## src/hdl/scfd_pkg.sv

```systemverilog
// shared types and constants for the serial can frame deframer
`default_nettype none

package scfd_pkg;

    localparam int WINDOW_DEPTH   = 20;
    localparam int MIN_CHECK_FILL = 13;

    localparam int IDX_W = $clog2(WINDOW_DEPTH);
    localparam int FILL_W = $clog2(WINDOW_DEPTH + 1);
    localparam int LEN_W = 5;
    localparam int CMP_W = (FILL_W > LEN_W) ? FILL_W : LEN_W;
    localparam int WORD_W = 32;
    localparam int CFG_IDX_W = 1;

    localparam logic [7:0] SOF_BYTE  = 8'hAA;
    localparam logic [7:0] TYPE_MASK = 8'hC0;
    localparam logic [7:0] LEN_MASK  = 8'h0F;
    localparam logic [7:0] EOF_BYTE  = 8'h55;

    localparam logic [LEN_W-1:0] HDR_LEN = LEN_W'(5);
    localparam logic [3:0]       MIN_DLC = 4'd8;

    localparam logic [WORD_W-1:0] START_RESET = WORD_W'(123456789);
    localparam logic [WORD_W-1:0] END_RESET   = WORD_W'(987654321);

    localparam logic [CFG_IDX_W-1:0] CFG_START_MARKER = 1'b0;
    localparam logic [CFG_IDX_W-1:0] CFG_END_MARKER   = 1'b1;

    typedef enum logic [1:0] {
        KIND_START   = 2'd0,
        KIND_END     = 2'd1,
        KIND_IN_SES  = 2'd2,
        KIND_OUT_SES = 2'd3
    } t_kind;

    typedef enum logic [1:0] {
        CHK_DONE  = 2'd0,
        CHK_DROP1 = 2'd1,
        CHK_SHORT = 2'd2,
        CHK_FRAME = 2'd3
    } t_chk;

    typedef enum logic [2:0] {
        S_IDLE      = 3'd0,
        S_CHECK     = 3'd1,
        S_DROP      = 3'd2,
        S_DROP_EMIT = 3'd3,
        S_EMIT      = 3'd4
    } t_state;

    typedef struct packed {
        logic append;
        logic drop_one;
        logic load_cnt;
        logic dec_cnt;
        logic capture;
        logic load_out;
    } t_cmd;

    typedef struct packed {
        t_chk chk;
        logic drop_last;
        logic out_free;
    } t_stat;

endpackage

`default_nettype wire

```

## src/hdl/scfd_ctrl.sv

```systemverilog
// controller state machine for the frame deframer
`default_nettype none

module scfd_ctrl (
    input  wire logic          i_clk,
    input  wire logic          i_rst_n,
    input  wire logic          i_valid,
    output logic               o_stall,
    input  wire scfd_pkg::t_stat i_stat,
    output scfd_pkg::t_cmd     o_cmd
);
    import scfd_pkg::*;

    t_state r_state;
    t_state n_state;

    always_ff @(posedge i_clk) begin
        if (!i_rst_n) begin
            r_state <= S_IDLE;
        end else begin
            r_state <= n_state;
        end
    end

    always_comb begin
        n_state = r_state;
        case (r_state)
            S_IDLE: begin
                if (i_valid) n_state = S_CHECK;
            end
            S_CHECK: begin
                case (i_stat.chk)
                    CHK_DONE:  n_state = S_IDLE;
                    CHK_DROP1: n_state = S_CHECK;
                    CHK_SHORT: n_state = S_DROP;
                    CHK_FRAME: n_state = S_DROP_EMIT;
                    default:   n_state = S_IDLE;
                endcase
            end
            S_DROP: begin
                if (i_stat.drop_last) n_state = S_CHECK;
            end
            S_DROP_EMIT: begin
                if (i_stat.drop_last) n_state = S_EMIT;
            end
            S_EMIT: begin
                if (i_stat.out_free) n_state = S_IDLE;
            end
            default: n_state = S_IDLE;
        endcase
    end

    always_comb begin
        o_cmd   = '0;
        o_stall = 1'b1;
        case (r_state)
            S_IDLE: begin
                o_stall      = 1'b0;
                o_cmd.append = i_valid;
            end
            S_CHECK: begin
                case (i_stat.chk)
                    CHK_DROP1: o_cmd.drop_one = 1'b1;
                    CHK_SHORT: begin
                        o_cmd.drop_one = 1'b1;
                        o_cmd.load_cnt = 1'b1;
                    end
                    CHK_FRAME: begin
                        o_cmd.drop_one = 1'b1;
                        o_cmd.load_cnt = 1'b1;
                        o_cmd.capture  = 1'b1;
                    end
                    default: o_cmd.drop_one = 1'b0;
                endcase
            end
            S_DROP, S_DROP_EMIT: begin
                o_cmd.drop_one = 1'b1;
                o_cmd.dec_cnt  = 1'b1;
            end
            S_EMIT: begin
                o_cmd.load_out = i_stat.out_free;
            end
            default: o_stall = 1'b1;
        endcase
    end

endmodule

`default_nettype wire

```

## src/hdl/scfd_dpath.sv

```systemverilog
// byte window, frame check, session tracking and output register
`default_nettype none

module scfd_dpath (
    input  wire logic                          i_clk,
    input  wire logic                          i_rst_n,
    input  wire logic [7:0]                    i_rx_byte,
    input  wire logic                          i_cfg_valid,
    input  wire logic [scfd_pkg::CFG_IDX_W-1:0] i_cfg_index,
    input  wire logic [scfd_pkg::WORD_W-1:0]   i_cfg_data,
    input  wire logic                          i_stall,
    input  wire scfd_pkg::t_cmd                i_cmd,
    output scfd_pkg::t_stat                    o_stat,
    output logic                               o_valid,
    output logic [scfd_pkg::WORD_W-1:0]        o_first_word,
    output logic [scfd_pkg::WORD_W-1:0]        o_second_word,
    output logic                               o_second_present,
    output logic [1:0]                         o_frame_kind
);
    import scfd_pkg::*;

    logic [7:0]        r_win [WINDOW_DEPTH];
    logic [FILL_W-1:0] r_fill;
    logic [LEN_W-1:0]  r_drop_cnt;
    logic              r_in_session;
    logic [WORD_W-1:0] r_start_marker;
    logic [WORD_W-1:0] r_end_marker;
    logic [WORD_W-1:0] r_pend_a;
    logic [WORD_W-1:0] r_pend_b;
    t_kind             r_pend_kind;
    logic              r_out_valid;
    logic [WORD_W-1:0] r_out_a;
    logic [WORD_W-1:0] r_out_b;
    logic              r_out_present;
    t_kind             r_out_kind;

    logic              full;
    logic [CMP_W-1:0]  fill_c;
    logic [3:0]        dlc;
    logic [LEN_W-1:0]  flen;
    logic [LEN_W-1:0]  flen_m1;
    logic [7:0]        eof_byte;
    logic [7:0]        type_byte;
    logic [WORD_W-1:0] word_a;
    logic [WORD_W-1:0] word_b;
    t_chk              chk;
    t_kind             kind;
    logic              out_free;

    assign full      = (r_fill == FILL_W'(WINDOW_DEPTH));
    assign fill_c    = CMP_W'(r_fill);
    assign type_byte = r_win[1];
    assign dlc       = 4'(type_byte & LEN_MASK);
    assign flen      = HDR_LEN + LEN_W'(dlc);
    assign flen_m1   = flen - LEN_W'(1);
    assign word_a    = {r_win[7], r_win[6], r_win[5], r_win[4]};
    assign word_b    = {r_win[11], r_win[10], r_win[9], r_win[8]};
    assign out_free  = !r_out_valid || !i_stall;

    always_comb begin
        eof_byte = 8'h00;
        for (int i = 0; i < WINDOW_DEPTH; i++) begin
            if (LEN_W'(i) == flen_m1) eof_byte = r_win[i];
        end
    end

    always_comb begin
        if (fill_c < CMP_W'(MIN_CHECK_FILL)) begin
            chk = CHK_DONE;
        end else if (r_win[0] != SOF_BYTE) begin
            chk = CHK_DROP1;
        end else if ((type_byte & TYPE_MASK) != TYPE_MASK) begin
            chk = CHK_DROP1;
        end else if (fill_c < CMP_W'(flen)) begin
            chk = full ? CHK_DROP1 : CHK_DONE;
        end else if (eof_byte != EOF_BYTE) begin
            chk = CHK_DROP1;
        end else if (dlc < MIN_DLC) begin
            chk = CHK_SHORT;
        end else begin
            chk = CHK_FRAME;
        end
    end

    always_comb begin
        if (word_a == r_start_marker) begin
            kind = KIND_START;
        end else if (word_a == r_end_marker) begin
            kind = KIND_END;
        end else if (r_in_session) begin
            kind = KIND_IN_SES;
        end else begin
            kind = KIND_OUT_SES;
        end
    end

    assign o_stat.chk       = chk;
    assign o_stat.drop_last = (r_drop_cnt == LEN_W'(1));
    assign o_stat.out_free  = out_free;

    // window fills in order and shifts toward entry zero on every drop and on an append when full
    always_ff @(posedge i_clk) begin
        if (i_cmd.append) begin
            if (full) begin
                for (int i = 0; i < WINDOW_DEPTH - 1; i++) begin
                    r_win[i] <= r_win[i+1];
                end
                r_win[WINDOW_DEPTH-1] <= i_rx_byte;
            end else begin
                r_win[r_fill[IDX_W-1:0]] <= i_rx_byte;
            end
        end else if (i_cmd.drop_one) begin
            for (int i = 0; i < WINDOW_DEPTH - 1; i++) begin
                r_win[i] <= r_win[i+1];
            end
        end
    end

    always_ff @(posedge i_clk) begin
        if (!i_rst_n) begin
            r_fill       <= '0;
            r_drop_cnt   <= '0;
            r_in_session <= 1'b0;
        end else begin
            if (i_cmd.append) begin
                if (!full) r_fill <= r_fill + FILL_W'(1);
            end else if (i_cmd.drop_one) begin
                r_fill <= r_fill - FILL_W'(1);
            end
            if (i_cmd.load_cnt) begin
                r_drop_cnt <= flen_m1;
            end else if (i_cmd.dec_cnt) begin
                r_drop_cnt <= r_drop_cnt - LEN_W'(1);
            end
            if (i_cmd.capture) begin
                if (kind == KIND_START) begin
                    r_in_session <= 1'b1;
                end else if (kind == KIND_END) begin
                    r_in_session <= 1'b0;
                end
            end
        end
    end

    always_ff @(posedge i_clk) begin
        if (!i_rst_n) begin
            r_start_marker <= START_RESET;
            r_end_marker   <= END_RESET;
        end else if (i_cfg_valid) begin
            case (i_cfg_index)
                CFG_START_MARKER: r_start_marker <= i_cfg_data;
                CFG_END_MARKER:   r_end_marker   <= i_cfg_data;
                default:          r_start_marker <= r_start_marker;
            endcase
        end
    end

    always_ff @(posedge i_clk) begin
        if (i_cmd.capture) begin
            r_pend_a    <= word_a;
            r_pend_b    <= word_b;
            r_pend_kind <= kind;
        end
        if (i_cmd.load_out) begin
            r_out_a       <= r_pend_a;
            r_out_b       <= r_pend_b;
            r_out_present <= (r_pend_b != '0);
            r_out_kind    <= r_pend_kind;
        end
    end

    always_ff @(posedge i_clk) begin
        if (!i_rst_n) begin
            r_out_valid <= 1'b0;
        end else if (i_cmd.load_out) begin
            r_out_valid <= 1'b1;
        end else if (!i_stall) begin
            r_out_valid <= 1'b0;
        end
    end

    assign o_valid          = r_out_valid;
    assign o_first_word     = r_out_a;
    assign o_second_word    = r_out_b;
    assign o_second_present = r_out_present;
    assign o_frame_kind     = r_out_kind;

endmodule

`default_nettype wire

```

## src/hdl/serial_can_frame_deframer_top.sv

```systemverilog
// top level of the serial can frame deframer
//
// input channel: one received byte per transfer on i_rx_byte (i_valid / o_stall)
// output channel: one decoded frame per transfer (o_valid / i_stall) with two
//   little-endian data words, a nonzero flag for the second word and a kind tag
//   (start marker, end marker, data in session, data outside session)
// config channel: i_cfg_valid / o_cfg_ready, index 0 start marker, 1 end marker;
//   o_cfg_ready is always high, writes are meant for idle periods only
// each byte is appended and then the window is checked, again after every dropped
//   leading byte; dropped bytes and removed frames leave the window through the
//   one-byte-per-cycle window shifter, and an item can also wait on a stalled
//   output
// a finished frame is loaded into the output register from the emit state once
//   that register is free; o_stall stays high while a byte is being processed and while
//   a new result waits for a full output register held by i_stall
// a result in the output register does not block the next byte
// reset (synchronous, active low) empties the window, ends any session,
//   clears the output valid flag and restores both markers
`default_nettype none

module serial_can_frame_deframer_top (
    input  wire logic                           i_clk,
    input  wire logic                           i_rst_n,
    input  wire logic                           i_valid,
    output logic                                o_stall,
    input  wire logic [7:0]                     i_rx_byte,
    output logic                                o_valid,
    input  wire logic                           i_stall,
    output logic signed [scfd_pkg::WORD_W-1:0]  o_first_word,
    output logic signed [scfd_pkg::WORD_W-1:0]  o_second_word,
    output logic                                o_second_present,
    output logic [1:0]                          o_frame_kind,
    input  wire logic                           i_cfg_valid,
    output logic                                o_cfg_ready,
    input  wire logic [scfd_pkg::CFG_IDX_W-1:0] i_cfg_index,
    input  wire logic signed [scfd_pkg::WORD_W-1:0] i_cfg_data
);
    import scfd_pkg::*;

    t_cmd              cmd;
    t_stat             stat;
    logic [WORD_W-1:0] first_word;
    logic [WORD_W-1:0] second_word;

    assign o_cfg_ready = 1'b1;

    scfd_ctrl u_ctrl (
        .i_clk   (i_clk),
        .i_rst_n (i_rst_n),
        .i_valid (i_valid),
        .o_stall (o_stall),
        .i_stat  (stat),
        .o_cmd   (cmd)
    );

    scfd_dpath u_dpath (
        .i_clk            (i_clk),
        .i_rst_n          (i_rst_n),
        .i_rx_byte        (i_rx_byte),
        .i_cfg_valid      (i_cfg_valid),
        .i_cfg_index      (i_cfg_index),
        .i_cfg_data       (unsigned'(i_cfg_data)),
        .i_stall          (i_stall),
        .i_cmd            (cmd),
        .o_stat           (stat),
        .o_valid          (o_valid),
        .o_first_word     (first_word),
        .o_second_word    (second_word),
        .o_second_present (o_second_present),
        .o_frame_kind     (o_frame_kind)
    );

    assign o_first_word  = signed'(first_word);
    assign o_second_word = signed'(second_word);

endmodule

`default_nettype wire

```

## config.mk

```make
export PLATFORM = sky130hd
export DESIGN_NAME = serial_can_frame_deframer_top
export DESIGN_NICKNAME = d
export VERILOG_FILES = /design/src/hdl/scfd_pkg.sv /design/src/hdl/scfd_ctrl.sv /design/src/hdl/scfd_dpath.sv /design/src/hdl/serial_can_frame_deframer_top.sv
export SDC_FILE = /design/constraint.sdc
export NUM_CORES = 1
export LEC_CHECK = 0
export BUFFER_PORTS_ARGS = -buffer_cell sky130_fd_sc_hd__buf_2
export CORE_ASPECT_RATIO = 1.75
export CORE_MARGIN = 5
export CORE_UTILIZATION = 35
export CTS_CLUSTER_DIAMETER = 50
export DETAILED_ROUTE_END_ITERATION = 8
export GPL_TIMING_DRIVEN = 0
export PLACE_DENSITY = 0.59
export SETUP_SLACK_MARGIN = 0.4
export SYNTH_ARGS = -nofsm -noshare
export SYNTH_HDL_FRONTEND = slang
export SYNTH_HIERARCHICAL = 1
export SYNTH_SLANG_ARGS = --single-unit
export TNS_END_PERCENT = 1
```

## constraint.sdc

```tcl
create_clock -name i_clk -period 8 [get_ports i_clk]
set_clock_uncertainty 0.05 [all_clocks]
set_input_delay 1.6 -clock i_clk [delete_from_list [all_inputs] [get_ports i_clk]]
set_output_delay 1.6 -clock i_clk [all_outputs]
set_load 0.03 [all_outputs]
```

==> results_dict.tcl, run 1 <==
set metrics [dict create \
    status "finished, final reports clean" \
    postSynthCellCount 1391 \
    drtPass1Iterations 5 \
    min_to "u_dpath/o_first_word[26]" \
    dp_cells 2164 \
    syn_avg_cell_area_sq_um 12.3 \
    drt_iter0_markers 1009 \
    yosys.area.top_type "edfxtp_1" \
    endpoint_kind "flop" \
    ant_nets 0 \
    htreeDepth 2 \
    post-route-period-util 0.836 \
    reg2reg_depth 16 \
    syn_area_sq_um 17200 \
    routed_wl_um 54100 \
    ys.flop_type "edfxtp_1" \
    cts_buffer_depth 3 \
    grt_pass1_wl_um 78500 \
    combPwrFrac 0.115 \
    critical_path_class "flop to flop" \
    r2r-end "u_dpath/r_win[2][5]" \
    grtUsageTotal 0.197 \
    async_flop_share 0 \
    fin_cells 2225 \
    worst-r2r-setup-slack_ns 1.32 \
    cts.sinks 372 \
    grt_overflow 0 \
    worstSetupStartpoint "u_dpath/r_win[1][0]" \
    coreArea_sq_um 48600 \
    period_minus_slack_ns 6.68 \
    postLayoutCellArea_sq_um 19800 \
    fmax_mhz 150 \
    ys_warn_count 6 \
    cts_hold_buf 0 \
    vias 11900 \
    synth_edf_count 293 \
    synth_top_family_by_area "simple AND/OR/NAND/NOR gates" \
    root_buffer "clkbuf_16" \
    synth_compound_gate_area_share 0.0875 \
    die_w_um 177 \
    fp.dieH_um 303 \
    synth-simple-area-share 0.124 \
    relSlewSlack 0.111 \
    rows 107 \
    p_total_mw 4.46 \
    cts_tree "built" \
    synthMuxAreaShare 0.0990 \
    p_clk_frac 0.383 \
    crit_fanout 10 \
    cts_buffers 34 \
    wl_per_cell_um 24.3 \
    dp_hpwl_um 40300 \
    swShare 0.254 \
    min_path_type "flop to flop" \
    io_pins 116 \
    intPower_mw 3.33 \
    cp_data_required_time_ns 8.12 \
    place_area_sq_um 18600 \
    tightest_slew_ns 1.32 \
    drive_gt1_frac 0.237 \
    portBuffers 114 \
    rsz0062_at_grt "false" \
    area_delta_synth_final_pct 15.3 \
    ctsResizeCount 0 \
    maxCapViolations 0 \
    ys_top_cells_by_count "293 x edfxtp_1, 211 x nand2_1, 150 x mux2_2, 79 x dfxtp_1, 52 x a21oi_1" \
    slew_viol_final 0 \
    via_per_inst 5.35 \
    leakagePower_nw 6.99 \
    startpoint_type "flop" \
    first_global_vias 12400 \
    p_sw_mw 1.13 \
    drc_errors 0 \
    diodes 0 \
    postCtsSetupBuffers 0 \
    min_from "u_dpath/r_pend_a[26]" \
    synth_cell_types 76 \
    min_path_cells 0 \
    seq_power_share 0.503 \
    initial_utilization 0.353 \
    setup_viol 0 \
    ys_seq_area_frac 0.605 \
    syn_nets 1457 \
    yosys.cell_count.top_type "edfxtp_1" \
    grt_max_degree 69 \
    irDropWorstVdd_v 0.000127 \
    clk_latency_ns 0.53 \
    r2r-start "u_dpath/r_win[1][0]" \
    synth_area_leaders "edfxtp_1 51%, mux2_2 9.8%, dfxtp_1 9.2%" \
    ys_ff_latch 372 \
    synth_xor_area_frac 0.0388 \
    fin_nets 1612 \
    antenna_found_initial 2 \
    gp_congestion 0.966 \
    cts.clk_slew.worst_paths_ns 0.07 \
    synth_adder_area_share 0.0150 \
    arrival_ns 6.80 \
    powerDensity_nw_per_um2 226 \
    finalHoldViolations 0 \
    synth_top_area_share 0.513 \
    dieArea_sq_um 53700 \
]
flip-flops by register name, summed over array words and instances (netlist names), 5 cells and up:
register                count
u_dpath/r_pend_b           32
u_dpath/r_drop_cnt          5
u_dpath/r_start_marker     32
u_dpath/r_end_marker       32
u_dpath/o_second_word      32
u_dpath/o_first_word       32
u_dpath/r_pend_a           32
u_dpath/fill_c              5
u_dpath/r_win             160
power groups by stage:
stage / sequential [mW] / combinational (mW) / clock, mW
detailed placement: 2.28 / 0.503 / 0
floorplan: 2.28 / 0.308 / 0
CTS: 2.24 / 0.506 / 1.75
finish: 2.24 / 0.512 / 1.71
global route: 2.25 / 0.543 / 1.83
global placement: 2.29 / 0.492 / 0
layer usage:
layer | track usage | vias to the layer above | routed length, um
li1 | - | 5416 | -
met1 | 0.207 | 5873 | 18900
met2 | 0.370 | 461 | 28800
met3 | 0.0261 | 159 | 2970
met4 | 0.115 | 4 | 3490
met5 | 0 | - | 15
worst max-delay path, cell delays in order (launching register included):
cell and delay [ns]:
edfxtp_1 0.60, inv_1 0.16, ha_1 0.15, buf_2 0.20
clkbuf_1 0.59, a221oi_1 0.29, o221a_2 0.34, a2111oi_0 0.69
o211ai_1 0.26, o2111ai_1 0.25, and3b_1 0.28, o21ai_0 0.16
a21oi_1 0.11, nor2b_1 0.20, nor2_1 0.92, clkbuf_1 0.66
nand2_1 0.42
logic make-up after synthesis:
family | Yosys count
flops | 372
compound gates | 217
simple gates | 431
buf+inv | 123
xor+xnor | 76
other cells | 1
mux | 151
fa+ha+maj | 20
area by class of cell:
class	instances	area [sq um]
plain buffers	85	372
flip-flops and latches	372	10400
repair buffers	119	627
clock inverters	23	272
multi-input cells	896	6270
well taps	654	818
clock buffers	38	901
inverters	38	143
fillers	4632	28800
cells in the final DEF (no fill, tap or decap), drive strengths merged, types with 13 or more instances in the layout:
cell type / instances
xnor2: 40
nand3: 43
nand4: 16
nor2: 32
buf: 155
a21boi: 35
clkinv: 14
a221oi: 17
nor4: 21
nand3b: 13
nand2: 211
o21ai: 33
edfxtp: 293
dfxtp: 79
inv: 39
mux2: 150
clkbuf: 87
nand2b: 22
xor2: 36
a21oi: 54
ha: 19
nor2b: 23
metrics by stage:
step                      utilization  worst slack [ns]  hold slack, ns  setup TNS, ns
after floorplan                     -             0.966           0.350              0
after global placement          0.382            -0.892           0.352         -59.23
after detailed placement        0.383              1.65           0.355              0
after CTS                       0.407              1.63           0.368              0
after global routing            0.407              1.42           0.373              0
final                           0.407              1.32           0.368              0
worst max path at each step:
stage / end / slack, ns / cells after the start
2_1_floorplan: u_dpath/o_first_word[0] / 0.97 / 4
3_3_place_gp: u_dpath/o_second_word[31] / -0.89 / 5
3_5_place_dp: u_dpath/r_win[2][3] / 1.65 / 16
4_1_cts: u_dpath/r_win[2][5] / 1.63 / 16
5_1_grt: u_dpath/r_win[9][6] / 1.42 / 16
6_report: u_dpath/r_win[2][5] / 1.32 / 16
(Power assumes the default switching activity.)
==> inputs of run 2 (changes only) <==
--- a/config.mk
+++ b/config.mk
@@ -12,7 +12,7 @@
 export CTS_CLUSTER_DIAMETER = 50
 export DETAILED_ROUTE_END_ITERATION = 8
 export GPL_TIMING_DRIVEN = 0
-export PLACE_DENSITY = 0.59
+export PLACE_DENSITY = 0.61
 export SETUP_SLACK_MARGIN = 0.4
 export SYNTH_ARGS = -nofsm -noshare
 export SYNTH_HDL_FRONTEND = slang
==> constraint.sdc (replaced) <==
create_clock -name i_clk -period 5.58 [get_ports i_clk]
set_clock_uncertainty 0.05 [all_clocks]
set_input_delay 1.116 -clock i_clk [delete_from_list [all_inputs] [get_ports i_clk]]
set_output_delay 1.116 -clock i_clk [all_outputs]
set_load 0.03 [all_outputs]
==> results_dict.tcl, run 2 (synthesis results as in run 1) <==
set metrics [dict create \
    dieArea_sq_um 53700 \
    gp_congestion 0.967 \
    initial_utilization 0.353 \
    p_total_mw 6.32 \
    fp.dieH_um 303 \
    drtPass1Iterations 7 \
    cts.clk_slew.worst_paths_ns 0.07 \
    powerDensity_nw_per_um2 319 \
    cts_hold_buf 0 \
    setup_ws_ns 0.479 \
    status "finished, final reports clean" \
    startpoint_type "flop" \
    cp_data_required_time_ns 5.73 \
    drt_iter0_markers 1039 \
    coreArea_sq_um 48600 \
    wl_per_cell_um 24.5 \
    diodes 0 \
    grt_overflow 0 \
    slew_viol_final 0 \
    clk_latency_ns 0.54 \
    dp_cells 2162 \
    min_path_cells 0 \
    dp_hpwl_um 40400 \
    fmax_mhz 196 \
    via_per_inst 5.40 \
    regMostFlops "u_dpath/r_win" \
    intPower_mw 4.69 \
    vias 12000 \
    fin_nets 1614 \
    p_sw_mw 1.63 \
    arrival_ns 5.25 \
    post-route-period-util 0.914 \
    tightest_slew_ns 1.39 \
    swShare 0.258 \
    finalHoldViolations 0 \
    first_global_vias 12100 \
    grt_pass1_wl_um 78700 \
    routed_wl_um 54600 \
    largest_reg_flops 160 \
    cts_buffers 35 \
    antenna_found_initial 0 \
    seq_power_share 0.508 \
    cts_tree "built" \
    place_area_sq_um 18600 \
    rsz0062_at_grt "true" \
    maxCapViolations 0 \
    io_pins 116 \
    relSlewSlack 0.0657 \
    leakagePower_nw 7.00 \
    combPwrFrac 0.118 \
    cts.sinks 372 \
    mostFrequentLayoutCells "293 x edfxtp_1, 201 x nand2_1, 150 x mux2_2" \
    fin_cells 2228 \
    p_clk_frac 0.373 \
    ant_nets 0 \
    grtUsageTotal 0.199 \
    post-place-ws_ns -0.863 \
    drive_gt1_frac 0.248 \
    root_buffer "clkbuf_16" \
    reg2reg_depth 19 \
    postLayoutCellArea_sq_um 19800 \
    rows 107 \
    endpoint_kind "flop" \
    grt_max_degree 69 \
    min_path_type "flop to flop" \
    irDropWorstVdd_v 0.000162 \
    portBuffers 114 \
    setup_viol 0 \
    final_common_cell "edfxtp_1" \
    critical_path_class "flop to flop" \
    drc_errors 0 \
    area_delta_synth_final_pct 15.6 \
    crit_fanout 10 \
    die_w_um 177 \
    htreeDepth 2 \
    cts_buffer_depth 3 \
    period_minus_slack_ns 5.10 \
]
run 2: final cells by class:
type / count / area, sq um
Inverter: 38 / 143
Clock inverter: 16 / 163
Fill cell: 4552 / 28800
Tap cell: 654 / 818
Sequential cell: 372 / 10400
Timing Repair Buffer: 120 / 651
Multi-Input combinational cell: 896 / 6330
Clock buffer: 47 / 956
Buffer: 85 / 382
run 2: worst max-delay path: stages, from the launching register on:
cell       delay (ns)
edfxtp_1         0.55
inv_1            0.14
ha_1             0.14
buf_2            0.21
buf_2            0.30
buf_2            0.31
a21oi_1          0.11
a221oi_1         0.31
o22ai_1          0.18
o2111ai_1        0.17
a221oi_1         0.15
o2111ai_1        0.41
nor2_1           0.07
a21oi_1          0.33
o21ai_0          0.15
a21oi_1          0.23
nor2b_2          0.33
nor2_4           0.10
buf_4            0.20
nand2b_1         0.31
run 2: stage by stage:
| stage | utilization | setup TNS (ns) | hold slack [ns] |
|---|---|---|---|
| after detailed placement | 0.383 | -84.26 | 0.355 |
| after CTS | 0.408 | 0 | 0.367 |
| after global routing | 0.408 | 0 | 0.370 |
| final | 0.408 | 0 | 0.368 |
| after floorplan | - | 0 | 0.350 |
| after global placement | 0.382 | -153.65 | 0.350 |
run 2: per-layer routing:
| metal | routed length (um) | up-vias | GRT usage | share of wire |
|---|---|---|---|---|
| met5 | 0 | - | 0 | 0 |
| met4 | 4090 | 0 | 0.127 | 0.075 |
| met3 | 3200 | 183 | 0.0267 | 0.059 |
| met2 | 28500 | 572 | 0.367 | 0.52 |
| met1 | 18800 | 5850 | 0.211 | 0.34 |
| li1 | - | 5418 | - | - |
run 2: worst paths after layout:
check	start	endpoint	slack, ns
hold / removal	u_dpath/r_pend_a[26]	u_dpath/o_first_word[26]	0.37
setup / recovery	u_dpath/r_win[1][1]	u_dpath/r_win[7][7]	0.48
setup reg to reg	u_dpath/r_win[1][1]	u_dpath/r_win[7][7]	0.48
hold reg to reg	u_dpath/r_pend_a[26]	u_dpath/o_first_word[26]	0.37
run 2: power groups by stage:
stage               combinational [mW]  sequential (mW)  clock, mW
global route                     0.797             3.22       2.52
detailed placement               0.727             3.27          0
CTS                              0.738             3.21       2.42
global placement                 0.709             3.27          0
floorplan                        0.441             3.27          0
finish                           0.748             3.21       2.36
run 2: timing repair:
| item | in CTS | in global routing |
|---|---|---|
| endpoints found under the setup margin | 152 | 153 |
| setup buffers | 3 | 0 |
| resized for setup | 17 | 10 |
| pin swaps | 1 | 0 |
